`config.mk`:
```
export PLATFORM = sky130hd
export DESIGN_NAME = gf256_polynomial_remainder_top
export DESIGN_NICKNAME = d
export VERILOG_FILES = /design/src/rtl/gfpr_pkg.sv /design/src/rtl/gf256_polynomial_remainder_top.sv /design/src/rtl/gfpr_queue.sv /design/src/rtl/gfpr_front.sv /design/src/rtl/gfpr_back.sv
export SDC_FILE = /design/constraint.sdc
export NUM_CORES = 2
export LEC_CHECK = 0
export BUFFER_PORTS_ARGS = -buffer_cell sky130_fd_sc_hd__buf_2
export CORE_MARGIN = 5
export CORE_UTILIZATION = 35
export DETAILED_ROUTE_END_ITERATION = 12
export GPL_TIMING_DRIVEN = 0
export MAX_ROUTING_LAYER = met4
export PLACE_DENSITY_LB_ADDON = 0.15
export SYNTH_ARGS = -nofsm -noshare
export SYNTH_HDL_FRONTEND = slang
export SYNTH_HIERARCHICAL = 1
export SYNTH_SLANG_ARGS = --single-unit
```
`constraint.sdc`:
```
create_clock -name clk_i -period 14.1 [get_ports clk_i]
set_clock_uncertainty 0.2 [all_clocks]
set_input_delay 1.41 -clock clk_i [delete_from_list [all_inputs] [get_ports clk_i]]
set_output_delay 1.41 -clock clk_i [all_outputs]
set_load 0.03 [all_outputs]
```
`src/rtl/gfpr_pkg.sv`:
```
// Package for the GF(256) polynomial remainder block: widths, register
// indexes, the run tag type and the GF(256) multiply function.
// No dependencies.
`default_nettype none
package gfpr_pkg;

  localparam int unsigned MAX_DEGREE_DEF = 32;  // default window length
  localparam int unsigned DIVISOR_COEFS  = 32;  // g[1]..g[32] held in config
  localparam int unsigned QUEUE_DEPTH    = 2;   // pending remainders, front to back

  localparam int unsigned COEF_W     = 8;
  localparam int unsigned DEG_W      = 6;
  localparam int unsigned IDX_W      = 5;
  localparam int unsigned CFG_IDX_W  = 3;
  localparam int unsigned CFG_DATA_W = 64;
  localparam int unsigned DIVISOR_W  = DIVISOR_COEFS * COEF_W;

  // configuration register indexes
  localparam logic [CFG_IDX_W-1:0] RegDegree = 3'd0;
  localparam logic [CFG_IDX_W-1:0] RegWord0  = 3'd1;
  localparam logic [CFG_IDX_W-1:0] RegWord1  = 3'd2;
  localparam logic [CFG_IDX_W-1:0] RegWord2  = 3'd3;
  localparam logic [CFG_IDX_W-1:0] RegWord3  = 3'd4;

  // low byte of the field polynomial x^8 + x^4 + x^3 + x + 1
  localparam logic [COEF_W-1:0] GfPolyLow = 8'h1B;

  // per-run information handed from front to back with the remainder
  typedef struct packed {
    logic [DEG_W-1:0] degree;
    logic             short_run;
  } gfpr_tag_t;

  // shift-and-add GF(256) product, eight narrow steps
  function automatic logic [COEF_W-1:0] gf_mul(input logic [COEF_W-1:0] a,
                                                input logic [COEF_W-1:0] b);
    logic [COEF_W-1:0] acc;
    logic [COEF_W-1:0] x;
    acc = '0;
    x   = a;
    for (int i = 0; i < COEF_W; i++) begin
      if (b[i]) acc = acc ^ x;
      x = {x[COEF_W-2:0], 1'b0} ^ (x[COEF_W-1] ? GfPolyLow : '0);
    end
    return acc;
  endfunction

endpackage
`default_nettype wire

```
`src/rtl/gf256_polynomial_remainder_top.sv`:
```
// Top level of the streaming GF(256) polynomial remainder unit: config
// registers, front end, remainder queue and result sequencer.
// Depends on gfpr_pkg, gfpr_front, gfpr_queue, gfpr_back.
//
//   channel | direction | handshake               | payload
//   --------+-----------+-------------------------+----------------------------------
//   in      | sink      | in_valid_i / in_ready_o | coefficient_i, final_item_i
//   out     | source    | out_valid_o/out_ready_i | remainder_value_o, remainder_index_o,
//           |           |                         | final_result_o, short_error_o
//   cfg     | sink      | cfg_valid_i/cfg_ready_o | cfg_index_i, cfg_data_i
//
// Cycles: one dividend coefficient is accepted per cycle; the window update is
//   a single level of GF multiply-XOR lanes. A final coefficient hands the
//   remainder to a QUEUE_DEPTH-entry queue; the back end sends D results at one
//   per cycle when out_ready_i allows; the next remainder loads as the last leaves.
// Stalls: in_ready_o drops only while the queue holds QUEUE_DEPTH remainders.
// Reset: window and counts clear at once; no clearing pass. cfg_ready_o is
//   always high.
`default_nettype none
module gf256_polynomial_remainder_top #(
  parameter int unsigned MAX_DEGREE  = gfpr_pkg::MAX_DEGREE_DEF,
  parameter int unsigned QUEUE_DEPTH = gfpr_pkg::QUEUE_DEPTH
) (
  input  wire logic                             clk_i,
  input  wire logic                             rst_ni,
  // coefficient requests
  input  wire logic                             in_valid_i,
  output logic                                  in_ready_o,
  input  wire logic [gfpr_pkg::COEF_W-1:0]      coefficient_i,
  input  wire logic                             final_item_i,
  // remainder requests
  output logic                                  out_valid_o,
  input  wire logic                             out_ready_i,
  output logic [gfpr_pkg::COEF_W-1:0]           remainder_value_o,
  output logic [gfpr_pkg::IDX_W-1:0]            remainder_index_o,
  output logic                                  final_result_o,
  output logic                                  short_error_o,
  // configuration writes
  input  wire logic                             cfg_valid_i,
  output logic                                  cfg_ready_o,
  input  wire logic [gfpr_pkg::CFG_IDX_W-1:0]   cfg_index_i,
  input  wire logic [gfpr_pkg::CFG_DATA_W-1:0]  cfg_data_i
);
  import gfpr_pkg::*;

  localparam int unsigned WinW   = MAX_DEGREE * COEF_W;
  localparam int unsigned EntryW = WinW + $bits(gfpr_tag_t);
  localparam logic [DEG_W-1:0] MaxDeg = DEG_W'(MAX_DEGREE);

  // ---------------- configuration registers ----------------
  logic [DEG_W-1:0]      degree_q;
  logic [CFG_DATA_W-1:0] word0_q, word1_q, word2_q, word3_q;
  logic [DEG_W-1:0]      eff_degree;
  logic [DIVISOR_W-1:0]  divisor;
  logic                  cfg_write;

  assign cfg_ready_o = 1'b1;
  assign cfg_write   = cfg_valid_i && cfg_ready_o;

  always_ff @(posedge clk_i or negedge rst_ni) begin
    if (!rst_ni) begin
      degree_q <= DEG_W'(1);
      word0_q  <= '0;
      word1_q  <= '0;
      word2_q  <= '0;
      word3_q  <= '0;
    end else if (cfg_write) begin
      unique case (cfg_index_i)
        RegDegree: degree_q <= cfg_data_i[DEG_W-1:0];
        RegWord0:  word0_q  <= cfg_data_i;
        RegWord1:  word1_q  <= cfg_data_i;
        RegWord2:  word2_q  <= cfg_data_i;
        RegWord3:  word3_q  <= cfg_data_i;
        default: ;  // writes beyond the register list are dropped
      endcase
    end
  end

  // zero degree acts as one, oversize degree clamps to the window length
  assign eff_degree = (degree_q == '0)    ? DEG_W'(1) :
                      (degree_q > MaxDeg) ? MaxDeg : degree_q;
  // g[1] sits in the low byte of word 0
  assign divisor = {word3_q, word2_q, word1_q, word0_q};

  // ---------------- front end ----------------
  logic             push;
  logic [WinW-1:0]  push_win;
  gfpr_tag_t        push_tag;
  logic             queue_full;

  gfpr_front #(
    .MAX_DEGREE (MAX_DEGREE)
  ) u_front (
    .clk_i         (clk_i),
    .rst_ni        (rst_ni),
    .in_valid_i    (in_valid_i),
    .in_ready_o    (in_ready_o),
    .coefficient_i (coefficient_i),
    .final_item_i  (final_item_i),
    .degree_i      (eff_degree),
    .divisor_i     (divisor),
    .queue_full_i  (queue_full),
    .push_o        (push),
    .push_win_o    (push_win),
    .push_tag_o    (push_tag)
  );

  // ---------------- remainder queue ----------------
  logic              pop;
  logic              queue_valid;
  logic [EntryW-1:0] queue_head;
  gfpr_tag_t         head_tag;
  logic [WinW-1:0]   head_win;

  gfpr_queue #(
    .WIDTH (EntryW),
    .DEPTH (QUEUE_DEPTH)
  ) u_queue (
    .clk_i       (clk_i),
    .rst_ni      (rst_ni),
    .push_i      (push),
    .push_data_i ({push_tag, push_win}),
    .full_o      (queue_full),
    .pop_i       (pop),
    .valid_o     (queue_valid),
    .head_o      (queue_head)
  );

  assign head_win = queue_head[WinW-1:0];
  assign head_tag = queue_head[EntryW-1:WinW];

  // ---------------- result sequencer ----------------
  gfpr_back #(
    .MAX_DEGREE (MAX_DEGREE)
  ) u_back (
    .clk_i             (clk_i),
    .rst_ni            (rst_ni),
    .queue_valid_i     (queue_valid),
    .queue_win_i       (head_win),
    .queue_tag_i       (head_tag),
    .pop_o             (pop),
    .out_valid_o       (out_valid_o),
    .out_ready_i       (out_ready_i),
    .remainder_value_o (remainder_value_o),
    .remainder_index_o (remainder_index_o),
    .final_result_o    (final_result_o),
    .short_error_o     (short_error_o)
  );

endmodule
`default_nettype wire

```
`src/rtl/gfpr_queue.sv`:
```
// Short FIFO between the division front end and the result sequencer.
// Depends on nothing but its parameters.
`default_nettype none
module gfpr_queue #(
  parameter int unsigned WIDTH = 8,
  parameter int unsigned DEPTH = 2
) (
  input  wire logic             clk_i,
  input  wire logic             rst_ni,
  input  wire logic             push_i,
  input  wire logic [WIDTH-1:0] push_data_i,
  output logic                  full_o,
  input  wire logic             pop_i,
  output logic                  valid_o,
  output logic      [WIDTH-1:0] head_o
);

  localparam int unsigned PtrW = (DEPTH > 1) ? $clog2(DEPTH) : 1;
  localparam int unsigned CntW = $clog2(DEPTH + 1);

  logic [WIDTH-1:0] mem_q [DEPTH];
  logic [PtrW-1:0]  wr_ptr_q, wr_ptr_d;
  logic [PtrW-1:0]  rd_ptr_q, rd_ptr_d;
  logic [CntW-1:0]  count_q, count_d;

  assign full_o  = (count_q == CntW'(DEPTH));
  assign valid_o = (count_q != '0);
  assign head_o  = mem_q[rd_ptr_q];

  function automatic logic [PtrW-1:0] bump(input logic [PtrW-1:0] p);
    return (p == PtrW'(DEPTH - 1)) ? '0 : p + PtrW'(1);
  endfunction

  always_comb begin
    wr_ptr_d = push_i ? bump(wr_ptr_q) : wr_ptr_q;
    rd_ptr_d = pop_i  ? bump(rd_ptr_q) : rd_ptr_q;
    count_d  = count_q;
    if (push_i && !pop_i) count_d = count_q + CntW'(1);
    if (pop_i && !push_i) count_d = count_q - CntW'(1);
  end

  always_ff @(posedge clk_i or negedge rst_ni) begin
    if (!rst_ni) begin
      wr_ptr_q <= '0;
      rd_ptr_q <= '0;
      count_q  <= '0;
    end else begin
      wr_ptr_q <= wr_ptr_d;
      rd_ptr_q <= rd_ptr_d;
      count_q  <= count_d;
    end
  end

  always_ff @(posedge clk_i) begin
    if (push_i) mem_q[wr_ptr_q] <= push_data_i;
  end

endmodule
`default_nettype wire

```
`src/rtl/gfpr_front.sv`:
```
// Front end: accepts dividend coefficients and updates the remainder window,
// one GF multiply-XOR level per coefficient. Uses gfpr_pkg.
`default_nettype none
module gfpr_front #(
  parameter int unsigned MAX_DEGREE = gfpr_pkg::MAX_DEGREE_DEF
) (
  input  wire logic                              clk_i,
  input  wire logic                              rst_ni,
  input  wire logic                              in_valid_i,
  output logic                                   in_ready_o,
  input  wire logic [gfpr_pkg::COEF_W-1:0]       coefficient_i,
  input  wire logic                              final_item_i,
  input  wire logic [gfpr_pkg::DEG_W-1:0]        degree_i,
  input  wire logic [gfpr_pkg::DIVISOR_W-1:0]    divisor_i,
  input  wire logic                              queue_full_i,
  output logic                                   push_o,
  output logic [MAX_DEGREE*gfpr_pkg::COEF_W-1:0] push_win_o,
  output gfpr_pkg::gfpr_tag_t                    push_tag_o
);
  import gfpr_pkg::*;

  logic [COEF_W-1:0] win_q [MAX_DEGREE];
  logic [COEF_W-1:0] win_d [MAX_DEGREE];
  logic [DEG_W-1:0]  cnt_q, cnt_d;
  logic [DEG_W-1:0]  cnt_inc;
  logic              accept;

  assign in_ready_o = !queue_full_i;
  assign accept     = in_valid_i && in_ready_o;

  // oldest entry is the quotient coefficient for this step
  for (genvar k = 0; k < MAX_DEGREE; k++) begin : g_lane
    logic [COEF_W-1:0] older;
    logic [COEF_W-1:0] g_coef;
    if (k + 1 < MAX_DEGREE) begin : g_mid
      assign older = (DEG_W'(k + 1) < degree_i) ? win_q[k+1] : coefficient_i;
    end else begin : g_end
      assign older = coefficient_i;
    end
    if (k < DIVISOR_COEFS) begin : g_coef_on
      assign g_coef = divisor_i[k*COEF_W +: COEF_W];
    end else begin : g_coef_off
      assign g_coef = '0;
    end
    assign win_d[k] = (DEG_W'(k) < degree_i) ? (older ^ gf_mul(g_coef, win_q[0])) : '0;
    assign push_win_o[k*COEF_W +: COEF_W] = win_d[k];
  end

  assign cnt_inc = cnt_q + DEG_W'(1);
  assign cnt_d   = (cnt_inc > degree_i) ? degree_i : cnt_inc;

  assign push_o               = accept && final_item_i;
  assign push_tag_o.degree    = degree_i;
  assign push_tag_o.short_run = (cnt_d < degree_i);

  always_ff @(posedge clk_i or negedge rst_ni) begin
    if (!rst_ni) begin
      cnt_q <= '0;
      for (int k = 0; k < MAX_DEGREE; k++) win_q[k] <= '0;
    end else if (accept) begin
      if (final_item_i) begin
        cnt_q <= '0;
        for (int k = 0; k < MAX_DEGREE; k++) win_q[k] <= '0;
      end else begin
        cnt_q <= cnt_d;
        for (int k = 0; k < MAX_DEGREE; k++) win_q[k] <= win_d[k];
      end
    end
  end

endmodule
`default_nettype wire

```
`src/rtl/gfpr_back.sv`:
```
// Back end: takes a finished remainder from the queue and sends its coefficients out
// one per cycle when out_ready_i allows, through a registered output. Uses gfpr_pkg.
`default_nettype none
module gfpr_back #(
  parameter int unsigned MAX_DEGREE = gfpr_pkg::MAX_DEGREE_DEF
) (
  input  wire logic                                   clk_i,
  input  wire logic                                   rst_ni,
  input  wire logic                                   queue_valid_i,
  input  wire logic [MAX_DEGREE*gfpr_pkg::COEF_W-1:0] queue_win_i,
  input  wire gfpr_pkg::gfpr_tag_t                    queue_tag_i,
  output logic                                        pop_o,
  output logic                                        out_valid_o,
  input  wire logic                                   out_ready_i,
  output logic [gfpr_pkg::COEF_W-1:0]                 remainder_value_o,
  output logic [gfpr_pkg::IDX_W-1:0]                  remainder_index_o,
  output logic                                        final_result_o,
  output logic                                        short_error_o
);
  import gfpr_pkg::*;

  logic [COEF_W-1:0] sh_q [MAX_DEGREE];
  logic [COEF_W-1:0] sh_next [MAX_DEGREE];
  logic [DEG_W-1:0]  idx_q;
  logic [DEG_W-1:0]  deg_q;
  logic              short_q;
  logic              busy_q;
  logic              out_valid_q;
  logic              emit;
  logic              last;

  // next remainder loads while the last coefficient of the current one leaves
  assign pop_o = queue_valid_i && (!busy_q || (emit && last));
  assign emit  = busy_q && (!out_valid_q || out_ready_i);
  assign last  = ((idx_q + DEG_W'(1)) == deg_q);

  for (genvar k = 0; k < MAX_DEGREE; k++) begin : g_shift
    if (k + 1 < MAX_DEGREE) begin : g_mid
      assign sh_next[k] = sh_q[k+1];
    end else begin : g_end
      assign sh_next[k] = '0;
    end
  end

  always_ff @(posedge clk_i or negedge rst_ni) begin
    if (!rst_ni) begin
      busy_q      <= 1'b0;
      out_valid_q <= 1'b0;
      idx_q       <= '0;
    end else begin
      if (pop_o) begin
        busy_q <= 1'b1;
        idx_q  <= '0;
      end else if (emit) begin
        idx_q <= idx_q + DEG_W'(1);
        if (last) busy_q <= 1'b0;
      end
      if (emit) out_valid_q <= 1'b1;
      else if (out_ready_i) out_valid_q <= 1'b0;
    end
  end

  always_ff @(posedge clk_i) begin
    if (pop_o) begin
      deg_q   <= queue_tag_i.degree;
      short_q <= queue_tag_i.short_run;
      for (int k = 0; k < MAX_DEGREE; k++) sh_q[k] <= queue_win_i[k*COEF_W +: COEF_W];
    end else if (emit) begin
      for (int k = 0; k < MAX_DEGREE; k++) sh_q[k] <= sh_next[k];
    end
    if (emit) begin
      remainder_value_o <= sh_q[0];
      remainder_index_o <= idx_q[IDX_W-1:0];
      final_result_o    <= last;
      short_error_o     <= short_q;
    end
  end

  assign out_valid_o = out_valid_q;

endmodule
`default_nettype wire

```
Yosys cells after proc, flatten, opt, wreduce, memory -nomap -nowiden
Memory sizes are Yosys's and may differ from the RTL's. A register that Yosys moved wholly into a read port is not among the register bits.
Index checks and enable logic that the tools add are counted.
{"block": "classes", "reduce_logical": 27, "muxes": 598, "add_sub_neg": 6, "magnitude_cmp": 35, "bitwise_logic": 512, "eq_ne": 6}
{"cell": "$xor A8 B8 Y8", "n": 480}
{"cell": "$mux W8", "n": 351}
{"cell": "$mux W5", "n": 224}
{"cell": "$mux W256", "n": 1}
{"cell": "$lt A5 B6 Y1 const A", "n": 16}
{"cell": "$lt A4 B6 Y1 const A", "n": 8}
{"cell": "$mux W6", "n": 6}
{"cell": "$or A1 B1 Y1", "n": 32}
{"cell": "$lt A3 B6 Y1 const A", "n": 4}
{"cell": "$mux W1", "n": 14}
{"cell": "$add A6 B1 Y6 const B", "n": 2}
{"cell": "$lt A1 B6 Y1 const A", "n": 2}
{"cell": "$lt A2 B6 Y1 const A", "n": 2}
{"cell": "$reduce_and A2 Y1", "n": 6}
{"cell": "$reduce_bool A2 Y1", "n": 5}
{"cell": "$logic_and A1 B1 Y1", "n": 7}
{"cell": "$eq A3 B2 Y1 const B", "n": 2}
{"cell": "$eq A6 B6 Y1", "n": 1}
{"cell": "$gt A6 B6 Y1", "n": 1}
{"cell": "$gt A6 B6 Y1 const B", "n": 1}
{"cell": "$logic_not A6 Y1", "n": 1}
{"cell": "$lt A6 B6 Y1", "n": 1}
{"cell": "$logic_not A1 Y1", "n": 5}
{"cell": "$mux W2", "n": 2}
{"cell": "8 further kinds", "n": 10}
{"block": "totals", "ram_bits": 782, "out_inout_bits": 18, "in_bits": 81, "register_bits": 550, "mem_count": 2}
{"memory": "u_queue.mem_q", "depth": 2, "word_bits": 263, "read_ports": 1, "rd_ports_with_merged_regs": 0, "write_ports": 1, "line": "gfpr_queue.sv:21", "source": "logic [WIDTH-1:0] mem_q [DEPTH];"}
{"memory": "u_back.sh_q", "depth": 32, "word_bits": 8, "read_ports": 32, "rd_ports_with_merged_regs": 1, "write_ports": 32, "line": "gfpr_back.sv:22", "source": "logic [COEF_W-1:0] sh_q [MAX_DEGREE];"}

Longest topological paths before layout
{"block": "logic_depth", "ltp_word": 19, "ltp_mapped": 15, "mapped_depth_nobuf": 13}

Hierarchy
The synthesis kept the hierarchy.
{"mod": "gfpr_front", "cells_each": 7081, "n_inst": 1, "seq_area_each_um2": 6556.3, "area_per_inst_um2": 51789.7}
{"mod": "gfpr_queue", "cells_each": 834, "n_inst": 1, "seq_area_each_um2": 15895.2, "area_per_inst_um2": 19322.3}
{"mod": "gfpr_back", "cells_each": 1156, "n_inst": 1, "seq_area_each_um2": 8548.2, "area_per_inst_um2": 15267.1}
{"mod": "gf256_polynomial_remainder_top", "cells_each": 567, "n_inst": 1, "seq_area_each_um2": 6557.5, "area_per_inst_um2": 9897.0}

Least setup slack after synthesis
No wires, ideal clock.
{"block": "synth_path", "path_kind": "input port to flip-flop", "startpoint": "input in_valid_i", "endpoint": "memory u_queue/mem_q[0][0] in the netlist's numbering (enable)", "setup_slack_ns": 0.155, "setup_ns": 0.891, "t_arrival_ns": 12.854, "t_required_ns": 13.009, "path_stages": 4, "cell_sequence": "nor2b_1 > and2_1 > inv_1 > nor2_1"}
{"block": "synth_between", "elab_chain_len": 4}
{"item": "start, declared", "line": "gf256_polynomial_remainder_top.sv:27", "source": "input wire logic in_valid_i,"}
{"item": "$logic_and A1 B1 Y1", "line": "gfpr_front.sv:29", "source": "assign accept = in_valid_i && in_ready_o;"}
{"item": "$logic_and A1 B1 Y1", "line": "gfpr_front.sv:52", "source": "assign push_o = accept && final_item_i;"}
{"item": "net push", "line": "gf256_polynomial_remainder_top.sv:86", "source": "logic push;"}
{"item": "$mux W1", "line": "gfpr_queue.sv:55", "source": "if (push_i) mem_q[wr_ptr_q] <= push_data_i;"}
{"item": "$mux W1 (not written as such)", "line": "gfpr_queue.sv:55"}
{"item": "end, declared", "line": "gfpr_queue.sv:21"}
The timed path passes the listed nets, and every way through them passes these cells.

Final worst setup path
{"block": "layout_path", "startpoint": "register u_front/win_q[248] in the netlist's numbering", "endpoint": "memory u_queue/mem_q[1][163] in the netlist's numbering (data pin)"}
{"block": "layout_between", "elab_chain_len": 17}
{"item": "start, declared", "line": "gfpr_front.sv:22", "source": "logic [COEF_W-1:0] win_q [MAX_DEGREE];"}
{"item": "$mux W8 *", "line": "gfpr_pkg.sv:42", "source": "if (b[i]) acc = acc ^ x;"}
{"item": "$xor A8 B8 Y8", "line": "gfpr_pkg.sv:42"}
{"item": "$mux W8 *", "line": "gfpr_pkg.sv:42"}
{"item": "$xor A8 B8 Y8", "line": "gfpr_pkg.sv:42"}
{"item": "$mux W8 *", "line": "gfpr_pkg.sv:42"}
{"item": "$xor A8 B8 Y8", "line": "gfpr_pkg.sv:42"}
{"item": "$mux W8 *", "line": "gfpr_pkg.sv:42"}
{"item": "$xor A8 B8 Y8", "line": "gfpr_pkg.sv:42"}
{"item": "[... 2 more ...]"}
{"item": "$mux W8 *", "line": "gfpr_pkg.sv:42"}
{"item": "$xor A8 B8 Y8", "line": "gfpr_pkg.sv:42"}
{"item": "$mux W8 *", "line": "gfpr_pkg.sv:42"}
{"item": "$xor A8 B8 Y8", "line": "gfpr_pkg.sv:42"}
{"item": "$mux W8 *", "line": "gfpr_pkg.sv:42"}
{"item": "$xor A8 B8 Y8 *", "line": "gfpr_front.sv:45", "source": "assign win_d[k] = (DEG_W'(k) < degree_i) ? (older ^ gf_mul(g_coef, win_q[0])) : '0;"}
{"item": "$mux W8 *", "line": "gfpr_front.sv:45"}
{"item": "net push_win[163]", "line": "gf256_polynomial_remainder_top.sv:87", "source": "logic [WinW-1:0] push_win;"}
Mark *: on every way through the listed nets, which the timed path passes. The rest lies on a longest branch.

==> flow_metrics.tcl <==
set metrics [dict create \
    required_ns 14.43 \
    root_buffer "clkbuf_16" \
    drive_gt1_share_pct 17.28 \
    synth_nets 9733 \
    outcome "finished, violations left" \
    min_path_cells 0 \
    antenna_found_initial 137 \
    power.density_nw_per_um2 332.1 \
    grt_pass1_wl_mm 790.5 \
    synth_area_sq_um 96280 \
    reg2reg_depth 10 \
    cp.arrival_ns 7.41 \
    synth-edff-count 804 \
    cts_resized 0 \
    rsz0062_at_grt "no" \
    grt_max_degree 110 \
    core_area_sq_um 273900 \
    cap_viol_max_count 17 \
    synth_ff_type "edfxtp_1" \
    fmax_mhz 141.2 \
    finalPower_mw 36.66 \
    yosysTopAreaCellShare_pct 25.08 \
    initial_core_util_pct 35.15 \
    cts_buffers 165 \
    setup_viol 0 \
    grtUsageTotal_pct 43.59 \
    avgViaCountPerCell 5.944 \
    cts_setup_buffers 0 \
    r2r_slack_ns 7.02 \
    die-area_sq_um 285700 \
    ys_types 79 \
    synth_common_cells "nand2_1, xnor2_1, edfxtp_1, xor2_1, mux2_2" \
    gp_congestion 1.079 \
    wl_per_cell_um 45.13 \
    dp_hpwl_mm 482.6 \
    fin_ws_ns 7.016 \
    clockBufferDepth 4 \
    first_pass_iters 11 \
    ios 99 \
    reg2reg_from "u_front/win_q[248]" \
    hold_path.class "reg -> reg" \
    fp-row-count 192 \
    numPortBuffers 97 \
    irDropWorstVdd_v 0.0001375 \
    end_kind "flip-flop" \
    cp_slowest_stage_delay_ns 1.21 \
    nNetsFinal 10120 \
    synthCells 9638 \
    drt_wl_total_mm 627.0 \
    synth_most_common_cell "nand2_1" \
    area_growth_pct 14.67 \
    dpl_worst_slack_ns 7.664 \
    worst_hold_startpoint "u_back/sh_q[0][5]" \
    synth_seq_cells 1340 \
    layout_min_cycle_time_ns 7.084 \
    slew_viol_final 85 \
    fin_tns_setup_ns 0 \
    yosysWarnings 6 \
    clock_latency_ns 0.90 \
    hold_viol 0 \
    cts_hold_buf 0 \
    via_count 82590 \
    r2r_end "u_queue/mem_q[1][163]" \
    start_kind "flip-flop" \
    die_height_um 534.5 \
    grt_overflow_total 0 \
    synth_top_cell_by_area "edfxtp_1" \
    grt_pass1_vias 74860 \
    path_buf_inv 5 \
    drc_errors 0 \
    clkSlewWorstSetupHoldPaths_ns 0.07 \
    p_leak_nw 39.62 \
    h-tree-depth 4 \
    seq_area_frac_synth_pct 39.01 \
    synth_area_per_cell_sq_um 9.989 \
    critical_path_class "reg -> reg" \
    hold_path_end "u_back/remainder_value_o[5]" \
    critPathSlowestCell "xnor2_1" \
    violations "capacitance limit, slew limit" \
    path_cells "clkbuf_1 > clkbuf_1 > buf_2 > buf_2 > buf_2 > nand2_1 > xnor2_1 > xnor2_1 > xnor2_1 > nor2_1" \
    timing.final.crit_share_pct 50.24 \
    crit_family "buffers and inverters" \
    ant_nets 0 \
    drtIter0Drc 14630 \
    cts_tree "yes" \
    worstPathMaxFanout 16 \
    synth.top_cells.by_area "edfxtp_1, xnor2_1, dfrtp_1, nand2_1, xor2_1" \
    die_w_um 534.5 \
    cts_sinks 1340 \
    async_reset_ff_share_pct 40.00 \
    max_slew_margin_pct -10.42 \
    fill_cells 27060 \
    worst_pin_slew_ns 1.645 \
]
## cell type report
class,count,area [sq um],share of cell area (%)
repair buffers,222,3274,2.966
multi-input cells,7478,54840,49.67
diodes,145,362.8,0.3287
plain buffers,780,4105,3.718
clock inverters,81,1005,0.9101
clock buffers,219,4607,4.173
well taps,3589,4491,4.067
inverters,40,158.9,0.1439
flip-flops and latches,1340,37560,34.02
## sequential cells by signal, indices dropped and copies added, names as in the netlist, 6 cells and up
| name | cells |
|---|---|
| word3_q | 64 |
| degree_q | 6 |
| word2_q | 64 |
| u_back/deg_q | 6 |
| word0_q | 64 |
| word1_q | 64 |
| u_front/cnt_q | 6 |
| u_front/win_q | 256 |
| u_queue/mem_q | 526 |
| u_back/sh_q | 256 |
| u_back/idx_q | 6 |
| u_back/remainder_value_o | 8 |
## worst register-to-register path: stages, from the launching register on
cell      delay [ns]
dfrtp_1         0.33
clkbuf_1        1.05
clkbuf_1        0.38
buf_2           0.92
buf_2           0.90
buf_2           0.86
nand2_1         0.18
xnor2_1         0.32
xnor2_1         0.16
xnor2_1         1.21
nor2_1          0.19
## worst max path at each step
| stage | from | endpoint | slack [ns] | cells after the start |
|---|---|---|---|---|
| finish | u_front/win_q[248] | u_queue/mem_q[1][163] | 7.02 | 10 |
| global placement | in_valid_i | u_queue/mem_q[0][235] | -9.11 | 5 |
| detailed placement | u_front/win_q[248] | u_queue/mem_q[0][65] | 7.66 | 10 |
| CTS | u_front/win_q[248] | u_queue/mem_q[0][65] | 7.64 | 10 |
| global route | u_front/win_q[248] | u_queue/mem_q[1][163] | 7.67 | 10 |
| floorplan | in_valid_i | u_queue/mem_q[0][0] | 0.15 | 4 |
## where the power goes
group / leakage, nW / internal [mW] / total, mW / switching, mW
clock: 2.74 / 2.65 / 4.51 / 1.85
sequential: 14.3 / 5.95 / 6.58 / 0.636
combinational: 22.6 / 7.26 / 25.6 / 18.3
total: 39.6 / 15.9 / 36.7 / 20.8
## layout by cell type (no fill, tap or decap), types with 43 or more instances in the layout
cell	synthesis	final
mux2_2	552	552
clkbuf_16	0	169
nand2_1	2065	2065
xnor2_1	1950	1942
clkbuf_2	1	126
clkbuf_1	391	297
xor3_1	48	48
buf_16	0	43
buf_12	0	75
o21ai_0	379	377
mux2i_1	317	315
mux2_4	138	138
diode_2	0	145
and2_1	115	114
nand3_1	127	127
o211ai_1	107	107
nor2_1	353	351
buf_2	189	368
a21oi_1	71	71
edfxtp_1	804	804
xor2_1	760	760
a22oi_1	61	61
a222oi_1	104	104
xnor3_1	47	47
buf_6	49	50
dfrtp_1	535	535
## metrics by stage
stage                     std cells  hold WS (ns)  util [%]  cell area, sq um
after detailed placement      13450        0.2045     38.11            104400
final                         13890        0.2175     40.31            110400
after CTS                     13750        0.2158     40.16            110000
after floorplan                9638        0.2003         -             96280
after global placement        13320        0.2057     36.97            101300
after global routing          13830        0.2230     40.25            110200
## kinds of logic after synthesis
family	after synthesis	share of synthesized area, %
compound gates	854	5.921
xor+xnor	2810	27.02
fa+ha+maj	14	0.1819
buf+inv	820	4.150
flops	1340	39.01
mux	1007	11.90
other cells	1	0.003895
simple gates	2792	11.81
## layer usage
layer	part of all wire (%)	global-route usage, %
met2	39	56.74
met3	11	12.39
met1	42	58.11
met5	0	-
met4	7.8	29.06
(Power assumes the default switching activity.)
